File: config.mk
export PLATFORM = sky130hd
export DESIGN_NAME = utf8_tab_expand_width
export DESIGN_NICKNAME = d
export VERILOG_FILES = /design/src/hw/rtl/uxw_pkg.sv /design/src/hw/rtl/utf8_tab_expand_width.sv /design/src/hw/rtl/uxw_front.sv /design/src/hw/rtl/uxw_queue.sv /design/src/hw/rtl/uxw_back.sv
export SDC_FILE = /design/constraint.sdc
export NUM_CORES = 1
export LEC_CHECK = 0
export BUFFER_PORTS_ARGS = -buffer_cell sky130_fd_sc_hd__buf_2
export CORE_MARGIN = 3
export CORE_UTILIZATION = 50
export DETAILED_ROUTE_END_ITERATION = 16
export GPL_TIMING_DRIVEN = 0
export PLACE_DENSITY = 0.65
export RECOVER_POWER = 50
export SYNTH_ARGS = -nofsm -noshare
export SYNTH_HDL_FRONTEND = slang
export SYNTH_SLANG_ARGS = --single-unit
File: constraint.sdc
create_clock -name clk -period 10.95 [get_ports clk]
set_input_delay 1.095 -clock clk [delete_from_list [all_inputs] [get_ports clk]]
set_output_delay 1.095 -clock clk [all_outputs]
set_load 0.1 [all_outputs]
File: src/hw/rtl/uxw_pkg.sv
// Shared types, constants and the code point width classifier for the
// UTF-8 tab expander. No dependencies; used by every module of the block.
package uxw_pkg;

    localparam int MAX_RESULTS = 16;
    localparam int QDEPTH      = 2;
    localparam int QPTR_W      = $clog2(QDEPTH);
    localparam int QCNT_W      = $clog2(QDEPTH + 1);

    localparam logic [7:0]  SPACE_BYTE = 8'h20;
    localparam logic [20:0] CP_TAB     = 21'd9;
    localparam logic [20:0] CP_REPL    = 21'h0FFFD;

    // One queue entry: every settle caused by one input transaction.
    typedef struct packed {
        logic            a_valid;
        logic            a_tab;
        logic [1:0]      a_cols;
        logic [1:0]      a_last;
        logic [3:0][7:0] a_bytes;
        logic            b_valid;
        logic            b_tab;
        logic [1:0]      b_cols;
        logic [7:0]      b_byte;
        logic            empty;
        logic            cell_end;
    } uxw_pkt_t;

    typedef enum logic [2:0] {
        BK_IDLE,
        BK_A_TAB,
        BK_A_BYTES,
        BK_B_TAB,
        BK_B_BYTE,
        BK_EMPTY
    } bk_state_t;

    function automatic logic [1:0] cp_columns(input logic [20:0] cp);
        logic zero_w;
        logic wide;
        zero_w = (cp < 21'h00020) || (cp == 21'h0007F)
              || (cp >= 21'h00300 && cp <= 21'h0036F)
              || (cp >= 21'h01AB0 && cp <= 21'h01AFF)
              || (cp >= 21'h01DC0 && cp <= 21'h01DFF)
              || (cp >= 21'h020D0 && cp <= 21'h020FF)
              || (cp >= 21'h0FE20 && cp <= 21'h0FE2F)
              || (cp >= 21'h0200C && cp <= 21'h0200D)
              || (cp >= 21'h0FE00 && cp <= 21'h0FE0F);
        wide   = (cp >= 21'h01100 && cp <= 21'h0115F)
              || (cp >= 21'h02329 && cp <= 21'h0232A)
              || (cp >= 21'h02E80 && cp <= 21'h0A4CF)
              || (cp >= 21'h0AC00 && cp <= 21'h0D7A3)
              || (cp >= 21'h0F900 && cp <= 21'h0FAFF)
              || (cp >= 21'h0FE10 && cp <= 21'h0FE19)
              || (cp >= 21'h0FE30 && cp <= 21'h0FE6F)
              || (cp >= 21'h0FF00 && cp <= 21'h0FF60)
              || (cp >= 21'h0FFE0 && cp <= 21'h0FFE6)
              || (cp >= 21'h1F300 && cp <= 21'h1FAFF)
              || (cp >= 21'h02600 && cp <= 21'h026FF)
              || (cp >= 21'h02700 && cp <= 21'h027BF);
        if (zero_w) begin
            cp_columns = 2'd0;
        end else if (wide) begin
            cp_columns = 2'd2;
        end else begin
            cp_columns = 2'd1;
        end
    endfunction

endpackage

File: src/hw/rtl/utf8_tab_expand_width.sv
// UTF-8 tab expander and display width counter, top level.
// Instantiates uxw_front, uxw_queue and uxw_back; depends on uxw_pkg.
//
// The block takes one input transaction per cycle unless its queue is full and
// produces one result per cycle while out_ready holds. Most bytes give exactly
// one result, so plain text runs at one byte per clock without stalls. A tab
// expands into 1 to TAB_STOP space results, and a byte that completes or
// interrupts a multi-byte sequence releases all held bytes, one result per
// cycle each; the back end's one-result-per-cycle walk sets these figures,
// and the two-entry queue lets the input keep flowing while a burst drains.
// Results past the sixteenth for one input are dropped but still counted for
// their column effect. The output register holds a result until it is taken.
module utf8_tab_expand_width #(
    parameter int TAB_STOP    = 8,
    parameter int COLUMN_BITS = 16
) (
    input  logic        clk,
    input  logic        rst_n,
    input  logic        in_valid,
    output logic        in_ready,
    input  logic [7:0]  data_byte,
    input  logic        has_byte,
    input  logic        cell_end,
    output logic        out_valid,
    input  logic        out_ready,
    output logic [7:0]  out_byte,
    output logic        byte_valid,
    output logic        last_of_run,
    output logic [15:0] cell_width,
    output logic        width_overflow
);

    uxw_pkg::uxw_pkt_t push_pkt, head_pkt;
    logic q_push, q_full, head_valid, q_pop;

    uxw_front u_front (
        .clk       (clk),
        .rst_n     (rst_n),
        .in_valid  (in_valid),
        .in_ready  (in_ready),
        .data_byte (data_byte),
        .has_byte  (has_byte),
        .cell_end  (cell_end),
        .q_full    (q_full),
        .q_push    (q_push),
        .q_pkt     (push_pkt)
    );

    uxw_queue u_queue (
        .clk        (clk),
        .rst_n      (rst_n),
        .push       (q_push),
        .push_pkt   (push_pkt),
        .full       (q_full),
        .head_valid (head_valid),
        .head_pkt   (head_pkt),
        .pop        (q_pop)
    );

    uxw_back #(
        .TAB_STOP    (TAB_STOP),
        .COLUMN_BITS (COLUMN_BITS)
    ) u_back (
        .clk            (clk),
        .rst_n          (rst_n),
        .q_valid        (head_valid),
        .q_pkt          (head_pkt),
        .q_pop          (q_pop),
        .out_valid      (out_valid),
        .out_ready      (out_ready),
        .out_byte       (out_byte),
        .byte_valid     (byte_valid),
        .last_of_run    (last_of_run),
        .cell_width     (cell_width),
        .width_overflow (width_overflow)
    );

endmodule

File: src/hw/rtl/uxw_front.sv
// Front end: accepts input transactions, runs the UTF-8 decoder state and
// classifies settled code points into queue entries. Depends on uxw_pkg.
module uxw_front (
    input  logic              clk,
    input  logic              rst_n,
    input  logic              in_valid,
    output logic              in_ready,
    input  logic [7:0]        data_byte,
    input  logic              has_byte,
    input  logic              cell_end,
    input  logic              q_full,
    output logic              q_push,
    output uxw_pkg::uxw_pkt_t q_pkt
);

    logic [7:0]  held_reg [3];
    logic [1:0]  held_cnt_reg, cnt_next;
    logic [1:0]  expect_reg, exp_next;
    logic [20:0] part_reg, part_next;

    logic            accept, pend, is_cont, is_asc, lead2, lead3, lead4;
    logic [20:0]     cp_cont, lead_cp, a_cp, b_cp;
    logic            a_valid, b_valid, empty;
    logic [2:0]      a_cnt;
    logic            hold_we;
    logic [1:0]      hold_idx;
    logic [3:0][7:0] a_bytes;

    assign in_ready = !q_full;
    assign accept   = in_valid && in_ready;
    assign pend     = (expect_reg != 2'd0);
    assign is_cont  = (data_byte[7:6] == 2'b10);
    assign is_asc   = !data_byte[7];
    assign lead2    = (data_byte[7:5] == 3'b110);
    assign lead3    = (data_byte[7:4] == 4'b1110);
    assign lead4    = (data_byte[7:3] == 5'b11110);
    assign cp_cont  = {part_reg[14:0], data_byte[5:0]};

    always_comb
    begin
        if (lead2) begin
            lead_cp = {16'd0, data_byte[4:0]};
        end else if (lead3) begin
            lead_cp = {17'd0, data_byte[3:0]};
        end else begin
            lead_cp = {18'd0, data_byte[2:0]};
        end
    end

    always_comb
    begin
        a_bytes[0] = (held_cnt_reg > 2'd0) ? held_reg[0] : data_byte;
        a_bytes[1] = (held_cnt_reg > 2'd1) ? held_reg[1] : data_byte;
        a_bytes[2] = (held_cnt_reg > 2'd2) ? held_reg[2] : data_byte;
        a_bytes[3] = data_byte;
    end

    always_comb
    begin
        a_valid   = 1'b0;
        a_cp      = part_reg;
        a_cnt     = {1'b0, held_cnt_reg};
        b_valid   = 1'b0;
        b_cp      = {13'd0, data_byte};
        cnt_next  = held_cnt_reg;
        exp_next  = expect_reg;
        part_next = part_reg;
        hold_we   = 1'b0;
        hold_idx  = held_cnt_reg;
        if (has_byte) begin
            if (pend && is_cont) begin
                if (expect_reg == 2'd1) begin
                    a_valid   = 1'b1;
                    a_cp      = cp_cont;
                    a_cnt     = {1'b0, held_cnt_reg} + 3'd1;
                    cnt_next  = 2'd0;
                    exp_next  = 2'd0;
                    part_next = '0;
                end else begin
                    hold_we   = 1'b1;
                    cnt_next  = held_cnt_reg + 2'd1;
                    exp_next  = expect_reg - 2'd1;
                    part_next = cp_cont;
                end
            end else begin
                if (pend) begin
                    a_valid = 1'b1;
                    a_cp    = part_reg;
                    a_cnt   = {1'b0, held_cnt_reg};
                end
                cnt_next  = 2'd0;
                exp_next  = 2'd0;
                part_next = '0;
                if (lead2 || lead3 || lead4) begin
                    hold_we   = 1'b1;
                    hold_idx  = 2'd0;
                    cnt_next  = 2'd1;
                    exp_next  = lead2 ? 2'd1 : (lead3 ? 2'd2 : 2'd3);
                    part_next = lead_cp;
                end else begin
                    b_valid = 1'b1;
                    b_cp    = is_asc ? {13'd0, data_byte} : uxw_pkg::CP_REPL;
                end
            end
        end
        // flush the pending sequence at cell end
        if (cell_end && exp_next != 2'd0) begin
            if (!a_valid) begin
                a_valid = 1'b1;
                a_cnt   = {1'b0, cnt_next};
                a_cp    = part_next;
            end else begin
                b_valid = 1'b1;
                b_cp    = part_next;
            end
        end
        if (cell_end) begin
            cnt_next  = 2'd0;
            exp_next  = 2'd0;
            part_next = '0;
        end
        empty = cell_end && !a_valid && !b_valid;
    end

    always_comb
    begin
        q_pkt.a_valid  = a_valid;
        q_pkt.a_tab    = (a_cp == uxw_pkg::CP_TAB);
        q_pkt.a_cols   = uxw_pkg::cp_columns(a_cp);
        q_pkt.a_last   = 2'(a_cnt - 3'd1);
        q_pkt.a_bytes  = a_bytes;
        q_pkt.b_valid  = b_valid;
        q_pkt.b_tab    = (b_cp == uxw_pkg::CP_TAB);
        q_pkt.b_cols   = uxw_pkg::cp_columns(b_cp);
        q_pkt.b_byte   = data_byte;
        q_pkt.empty    = empty;
        q_pkt.cell_end = cell_end;
        q_push         = accept && (a_valid || b_valid || empty);
    end

    always_ff @(posedge clk)
    begin
        if (accept && hold_we) begin
            held_reg[hold_idx] <= data_byte;
        end
    end

    always_ff @(posedge clk or negedge rst_n)
    begin
        if (!rst_n) begin
            held_cnt_reg <= 2'd0;
            expect_reg   <= 2'd0;
            part_reg     <= '0;
        end else if (accept) begin
            held_cnt_reg <= cnt_next;
            expect_reg   <= exp_next;
            part_reg     <= part_next;
        end
    end

endmodule

File: src/hw/rtl/uxw_queue.sv
// Short register queue between the decoder front end and the output back end.
// Depends on uxw_pkg for the entry type and depth.
module uxw_queue (
    input  logic              clk,
    input  logic              rst_n,
    input  logic              push,
    input  uxw_pkg::uxw_pkt_t push_pkt,
    output logic              full,
    output logic              head_valid,
    output uxw_pkg::uxw_pkt_t head_pkt,
    input  logic              pop
);

    uxw_pkg::uxw_pkt_t mem_reg [uxw_pkg::QDEPTH];
    logic [uxw_pkg::QPTR_W-1:0] wr_ptr_reg, rd_ptr_reg;
    logic [uxw_pkg::QCNT_W-1:0] count_reg;

    assign full       = (count_reg == uxw_pkg::QCNT_W'(uxw_pkg::QDEPTH));
    assign head_valid = (count_reg != '0);
    assign head_pkt   = mem_reg[rd_ptr_reg];

    always_ff @(posedge clk)
    begin
        if (push) begin
            mem_reg[wr_ptr_reg] <= push_pkt;
        end
    end

    always_ff @(posedge clk or negedge rst_n)
    begin
        if (!rst_n) begin
            wr_ptr_reg <= '0;
            rd_ptr_reg <= '0;
            count_reg  <= '0;
        end else begin
            if (push) begin
                wr_ptr_reg <= wr_ptr_reg + uxw_pkg::QPTR_W'(1);
            end
            if (pop) begin
                rd_ptr_reg <= rd_ptr_reg + uxw_pkg::QPTR_W'(1);
            end
            if (push && !pop) begin
                count_reg <= count_reg + uxw_pkg::QCNT_W'(1);
            end else if (pop && !push) begin
                count_reg <= count_reg - uxw_pkg::QCNT_W'(1);
            end
        end
    end

endmodule

File: src/hw/rtl/uxw_back.sv
// Back end: walks queue entries one result per cycle when unstalled, expands
// tabs, keeps the display column, drives the output register. Uses uxw_pkg.
module uxw_back #(
    parameter int TAB_STOP    = 8,
    parameter int COLUMN_BITS = 16
) (
    input  logic              clk,
    input  logic              rst_n,
    input  logic              q_valid,
    input  uxw_pkg::uxw_pkt_t q_pkt,
    output logic              q_pop,
    output logic              out_valid,
    input  logic              out_ready,
    output logic [7:0]        out_byte,
    output logic              byte_valid,
    output logic              last_of_run,
    output logic [15:0]       cell_width,
    output logic              width_overflow
);

    localparam int PH_W = (TAB_STOP > 1) ? $clog2(TAB_STOP) : 1;
    localparam int TC_W = $clog2(TAB_STOP + 1);
    localparam int PS_W = PH_W + 2;
    localparam logic [32:0] COL_MAX_W = (33'd1 << COLUMN_BITS) - 33'd1;
    localparam logic [PH_W-1:0] PH_AT_MAX = PH_W'(COL_MAX_W % TAB_STOP);
    localparam logic [COLUMN_BITS-1:0] COL_MAX = '1;
    localparam logic [TC_W-1:0] TS_C = TC_W'(TAB_STOP);
    localparam logic [PS_W-1:0] TS_P = PS_W'(TAB_STOP);
    localparam logic [4:0] RUN_CAP = 5'(uxw_pkg::MAX_RESULTS - 1);
    localparam logic [4:0] RUN_OVER = 5'(uxw_pkg::MAX_RESULTS);

    uxw_pkg::bk_state_t state_reg, state_next, first_state;
    uxw_pkg::uxw_pkt_t  pkt_reg, pkt_next;
    logic [1:0]             idx_reg, idx_next;
    logic                   tab_first_reg, tab_first_next;
    logic [TC_W-1:0]        tab_left_reg, tab_left_next, tab_n;
    logic [4:0]             run_reg, run_next;
    logic [7:0]             cap_reg, cap_next;
    logic [COLUMN_BITS-1:0] col_reg, col_next, col_upd;
    logic                   sat_reg, sat_next, sat_upd;
    logic [PH_W-1:0]        phase_reg, phase_next, phase_upd;

    logic        ov_reg, ov_next;
    logic [7:0]  obyte_reg, obyte_next;
    logic        obv_reg, obv_next;
    logic        olast_reg, olast_next;
    logic [15:0] owidth_reg, owidth_next;
    logic        oovf_reg, oovf_next;

    logic                 adv, seg_done, raw_last, raw_bv, load;
    logic                 emit_norm, emit_cap, capture, in_a;
    logic [7:0]           raw_byte;
    logic [1:0]           add_n;
    logic [COLUMN_BITS:0] col_sum;
    logic [PS_W-1:0]      ph_sum;
    logic [32:0]          col_ext;
    logic [15:0]          width_now;
    logic                 ovf_now;

    assign out_valid      = ov_reg;
    assign out_byte       = obyte_reg;
    assign byte_valid     = obv_reg;
    assign last_of_run    = olast_reg;
    assign cell_width     = owidth_reg;
    assign width_overflow = oovf_reg;
    assign q_pop          = load;

    always_comb
    begin
        adv   = (state_reg != uxw_pkg::BK_IDLE) && (!ov_reg || out_ready);
        tab_n = tab_first_reg ? (TS_C - TC_W'(phase_reg)) : tab_left_reg;
        in_a  = 1'b0;
        unique case (state_reg) inside
            uxw_pkg::BK_A_TAB, uxw_pkg::BK_B_TAB:
            begin
                add_n    = 2'd1;
                raw_byte = uxw_pkg::SPACE_BYTE;
                raw_bv   = 1'b1;
                seg_done = (tab_n == TC_W'(1));
                in_a     = (state_reg == uxw_pkg::BK_A_TAB);
            end
            uxw_pkg::BK_A_BYTES:
            begin
                add_n    = (idx_reg == 2'd0) ? pkt_reg.a_cols : 2'd0;
                raw_byte = pkt_reg.a_bytes[idx_reg];
                raw_bv   = 1'b1;
                seg_done = (idx_reg == pkt_reg.a_last);
                in_a     = 1'b1;
            end
            uxw_pkg::BK_B_BYTE:
            begin
                add_n    = pkt_reg.b_cols;
                raw_byte = pkt_reg.b_byte;
                raw_bv   = 1'b1;
                seg_done = 1'b1;
            end
            uxw_pkg::BK_EMPTY:
            begin
                add_n    = 2'd0;
                raw_byte = 8'h00;
                raw_bv   = 1'b0;
                seg_done = 1'b1;
            end
            default:
            begin
                add_n    = 2'd0;
                raw_byte = 8'h00;
                raw_bv   = 1'b0;
                seg_done = 1'b0;
            end
        endcase
        raw_last = seg_done && !(in_a && pkt_reg.b_valid);
        load     = q_valid && ((state_reg == uxw_pkg::BK_IDLE) || (adv && raw_last));

        col_sum = {1'b0, col_reg} + (COLUMN_BITS + 1)'(add_n);
        ph_sum  = PS_W'(phase_reg) + PS_W'(add_n);
        if (ph_sum >= TS_P) begin
            ph_sum = ph_sum - TS_P;
        end
        if (ph_sum >= TS_P) begin
            ph_sum = ph_sum - TS_P;
        end
        if (col_sum[COLUMN_BITS]) begin
            col_upd   = COL_MAX;
            sat_upd   = 1'b1;
            phase_upd = PH_AT_MAX;
        end else begin
            col_upd   = col_sum[COLUMN_BITS-1:0];
            sat_upd   = sat_reg;
            phase_upd = ph_sum[PH_W-1:0];
        end
        col_ext = 33'(col_upd);
        if (col_ext > 33'h0FFFF) begin
            width_now = 16'hFFFF;
            ovf_now   = 1'b1;
        end else begin
            width_now = col_ext[15:0];
            ovf_now   = sat_upd;
        end

        emit_norm = (run_reg < RUN_CAP) || ((run_reg == RUN_CAP) && raw_last);
        capture   = (run_reg == RUN_CAP) && !raw_last;
        emit_cap  = (run_reg == RUN_OVER) && raw_last;

        pkt_next       = pkt_reg;
        idx_next       = idx_reg;
        tab_first_next = tab_first_reg;
        tab_left_next  = tab_left_reg;
        run_next       = run_reg;
        cap_next       = cap_reg;
        col_next       = col_reg;
        sat_next       = sat_reg;
        phase_next     = phase_reg;
        if (adv) begin
            col_next   = col_upd;
            sat_next   = sat_upd;
            phase_next = phase_upd;
            if (raw_last && pkt_reg.cell_end) begin
                col_next   = '0;
                sat_next   = 1'b0;
                phase_next = '0;
            end
            if (capture) begin
                cap_next = raw_byte;
            end
            if (run_reg != RUN_OVER) begin
                run_next = run_reg + 5'd1;
            end
            if (seg_done) begin
                idx_next       = 2'd0;
                tab_first_next = 1'b1;
            end else begin
                idx_next       = idx_reg + 2'd1;
                tab_first_next = 1'b0;
                tab_left_next  = tab_n - TC_W'(1);
            end
        end
        if (load) begin
            pkt_next       = q_pkt;
            idx_next       = 2'd0;
            tab_first_next = 1'b1;
            run_next       = 5'd0;
        end

        ov_next     = ov_reg;
        obyte_next  = obyte_reg;
        obv_next    = obv_reg;
        olast_next  = olast_reg;
        owidth_next = owidth_reg;
        oovf_next   = oovf_reg;
        if (adv) begin
            ov_next = emit_norm || emit_cap;
            if (emit_norm || emit_cap) begin
                obyte_next  = emit_cap ? cap_reg : raw_byte;
                obv_next    = emit_cap || raw_bv;
                olast_next  = raw_last;
                owidth_next = width_now;
                oovf_next   = ovf_now;
            end
        end else if (out_ready) begin
            ov_next = 1'b0;
        end
    end

    always_comb
    begin
        if (q_pkt.a_valid) begin
            first_state = q_pkt.a_tab ? uxw_pkg::BK_A_TAB : uxw_pkg::BK_A_BYTES;
        end else if (q_pkt.b_valid) begin
            first_state = q_pkt.b_tab ? uxw_pkg::BK_B_TAB : uxw_pkg::BK_B_BYTE;
        end else begin
            first_state = uxw_pkg::BK_EMPTY;
        end
        state_next = state_reg;
        if (adv && seg_done) begin
            unique case (state_reg) inside
                uxw_pkg::BK_A_TAB, uxw_pkg::BK_A_BYTES:
                begin
                    if (pkt_reg.b_valid) begin
                        state_next = pkt_reg.b_tab ? uxw_pkg::BK_B_TAB : uxw_pkg::BK_B_BYTE;
                    end else begin
                        state_next = uxw_pkg::BK_IDLE;
                    end
                end
                default:
                begin
                    state_next = uxw_pkg::BK_IDLE;
                end
            endcase
        end
        if (load) begin
            state_next = first_state;
        end
    end

    always_ff @(posedge clk)
    begin
        pkt_reg    <= pkt_next;
        cap_reg    <= cap_next;
        obyte_reg  <= obyte_next;
        obv_reg    <= obv_next;
        olast_reg  <= olast_next;
        owidth_reg <= owidth_next;
        oovf_reg   <= oovf_next;
    end

    always_ff @(posedge clk or negedge rst_n)
    begin
        if (!rst_n) begin
            state_reg     <= uxw_pkg::BK_IDLE;
            idx_reg       <= 2'd0;
            tab_first_reg <= 1'b1;
            tab_left_reg  <= '0;
            run_reg       <= 5'd0;
            col_reg       <= '0;
            sat_reg       <= 1'b0;
            phase_reg     <= '0;
            ov_reg        <= 1'b0;
        end else begin
            state_reg     <= state_next;
            idx_reg       <= idx_next;
            tab_first_reg <= tab_first_next;
            tab_left_reg  <= tab_left_next;
            run_reg       <= run_next;
            col_reg       <= col_next;
            sat_reg       <= sat_next;
            phase_reg     <= phase_next;
            ov_reg        <= ov_next;
        end
    end

endmodule

==> impl_results.md <==
- Status: finished, violations left
- Failing checks: max-capacitance violations, max-slew violations
- Worst slew margin: -173.0%
- Final hold violations: 0
- WL final: 70,020 µm
- Leak: 6.250 nW
- Total Power: 4.063 mW
- Yosys top cell by area: edfxtp_1
- Via/cell ratio: 7.282
- Synth area leaders: edfxtp_1 34%, dfrtp_1 9.9%, mux2_2 5.5%
- Vias in the first global route: around 15k
- WHS Path Cells: 2
- WP data required: 11.20 ns
- Reg area: just over 0.007 mm²
- Reg2Reg Depth: 13
- Yosys top cell area share: 34.38%
- Worst hold path type: reg2reg
- Dominant synthesized flop cell: edfxtp_1
- # port buffers: 42
- Fillers: 2,816
- Final ANT Viol Nets: 0
- Grt ovf: 0
- Fin. max-slew vios: 97
- Min Hold Slack: 0.5044 ns
- Placement Setup Slack: 5.267 ns
- Setup slack, reg-to-reg: 3.93 ns
- Worst setup margin: between 3 and 4 ns
- Cell Pwr Density: between 200 and 250 mW/mm²
- Reg2reg start: u_front.expect_reg[1]$_DFFE_PN0P_
- Final nets: 1,765
- Largest net degree at the start of global routing: 66
- Routability congestion estimate: 1.110
- CTS Root Cell: clkbuf_16
- First-pass GRT wire length: 100,700 µm
- Max Cap Viol: 4
- Critical path class: in2reg
- Die area: 0.03469 mm²
- Number of buffers added for setup after CTS: 0
- Setup_tns: 0 ns
- End of the worst register-to-register path: u_queue.mem_reg[0][10]$_DFFE_PP_
- Yosys reg bits: 251
- Tightest Pin Transition: approximately 4 ns
- DR vias: 15.93k
- Max Root-Sink Buffers: 3
- Async set or reset register ratio after synthesis: about 26%
- Row count: 65
- Hold path endpoint: u_front.part_reg[19]$_DFFE_PN0P_
- Die W: between 150 and 200 µm
- Reg clk slew, reported paths: 0.06 ns
- Max Clock Freq: 134.4 MHz
- CTS tree: yes
- Number of hold buffers added after cts: 0
- Final Critical Period: 7.439 ns
- Post-DP HPWL: 51,670 µm
- Avg Inst Size Synth: a little under 10 µm²
- First drt pass iteration count: 7
- Mapped cell area: 0.01625 mm²
- Netlist cell types: 105
- DRC violations left: 0
- TritonCTS Buffers: 26
- Initial antenna violation count: 0
- I/O pins: 43
- Post-synth top cells: 186 x edfxtp_1, 136 x nand2_1, 127 x nor2_1, 94 x a21oi_1, 86 x o21ai_0
- CP endpoint kind: register
- Post-route insts no fill: between 2k and 2.5k
- Crit share post-route: 67.94%
- Worst-Skew Late Latency: 0.54 ns
- Dpl cells: 2,139
- Cells after Synth: 1,658
- Register area share after synthesis: between 40% and 50%
- Core box area: 0.03180 mm²
- Critical path startpoint category: primary input
- Worst EP arrival: between 7 and 8 ns
- Most common cell in the netlist: edfxtp_1
- Largest register FFs: 86
- Clock Sinks: 251
- Post-synth EDFFs: around 190
- DIE HEIGHT: 186.3 µm
- Maximum vdd drop: about 190 µV
- Starting Density: a little over 50%
- Min-delay src: u_front.part_reg[19]$_DFFE_PN0P_
- Crit-path max FO: 10
- DRT iter0 DRCs: 2,455
- RSZ-0062 raised after global routing: false
- Share of layout cells above drive strength 1: 11.31%
- Multi-input logic area: 0.008247 mm²
- Clock Skew: 0.03849 ns
- Synth warn: 0
- GRT Total Usage: 39.57%
- Setup-failing EPs final: 0
- H-tree Lvls: 1
- Mapped Nets: 1,691
- WL/cell: 32.02 µm
- CTS resizes: 0
- Area Growth Syn to Fin: 9.357%
[metal layers]
metal	global-route usage [%]	up-vias	wire length, µm
met5	0	-	0
met4	27.55	0	6753
met3	9.646	406	8358
met2	60.68	1345	29660
met1	49.40	7640	25240
li1	-	6534	-
[cell type report]
cell class	count	share of cell area, %
Multi-Input combinational cell	1232	46.42
Sequential cell	251	40.60
Clock buffer	37	4.007
Buffer	141	3.437
Tap cell	435	3.063
Timing Repair Buffer	46	1.331
Inverter	34	0.7183
Clock inverter	10	0.4155
Antenna cell	1	0.01408
[how the worst max path moves through the flow]
| stage | startpoint | endpoint | depth (start not counted) |
|---|---|---|---|
| finish | data_byte[4] | u_queue.mem_reg[0][10]$_DFFE_PP_ | 13 |
| detailed placement | data_byte[7] | u_queue.mem_reg[0][48]$_DFFE_PP_ | 13 |
| floorplan | has_byte | u_queue.mem_reg[0][0]$_DFFE_PP_ | 7 |
| CTS | data_byte[7] | u_queue.mem_reg[0][48]$_DFFE_PP_ | 13 |
| global route | data_byte[4] | u_queue.mem_reg[0][10]$_DFFE_PP_ | 13 |
| global placement | has_byte | u_queue.mem_reg[0][17]$_DFFE_PP_ | 8 |
[worst max-delay path, cell delays in order]
cell      delay [ns]
clkbuf_1        0.28
clkbuf_1        0.44
nand3b_1        0.17
a21oi_1         0.13
o311ai_0        2.57
buf_2           0.69
nand3_1         0.13
a21oi_1         0.35
a311oi_1        0.21
o221ai_1        0.31
nand4_1         0.21
or4_4           0.67
nor3_2          0.42
[logic make-up after synthesis]
kind of cell / synth area share [%]
compound gates: 19.92
xor+xnor: 1.348
fa+ha+maj: 1.556
buf+inv: 4.744
flops: 44.40
mux: 8.510
simple gates: 19.53
[cells in the final DEF (no fill, tap or decap), drive strengths merged, types with 35 or more instances in the layout]
| master | instances |
|---|---|
| a21oi | 95 |
| nor3 | 60 |
| nand3 | 58 |
| inv | 35 |
| nand2 | 139 |
| clkbuf | 175 |
| edfxtp | 186 |
| dfrtp | 64 |
| buf | 49 |
| mux2 | 83 |
| nor2 | 131 |
| o21ai | 92 |
[power by group]
| group | leakage, nW | total [mW] | internal, mW | switching, mW |
|---|---|---|---|---|
| combinational | 3.26 | 1.76 | 0.484 | 1.28 |
| sequential | 2.61 | 1.48 | 1.38 | 0.0984 |
| clock | 0.384 | 0.817 | 0.455 | 0.362 |
[through the flow]
step	cell area, µm²	utilization, %
3_3_place_gp	17000	53.46
3_5_place_dp	17120	53.85
2_1_floorplan	16250	-
4_1_cts	17910	56.32
6_report	17770	55.87
5_1_grt	17760	55.86
Note: power is estimated with default switching activity, not from simulation.
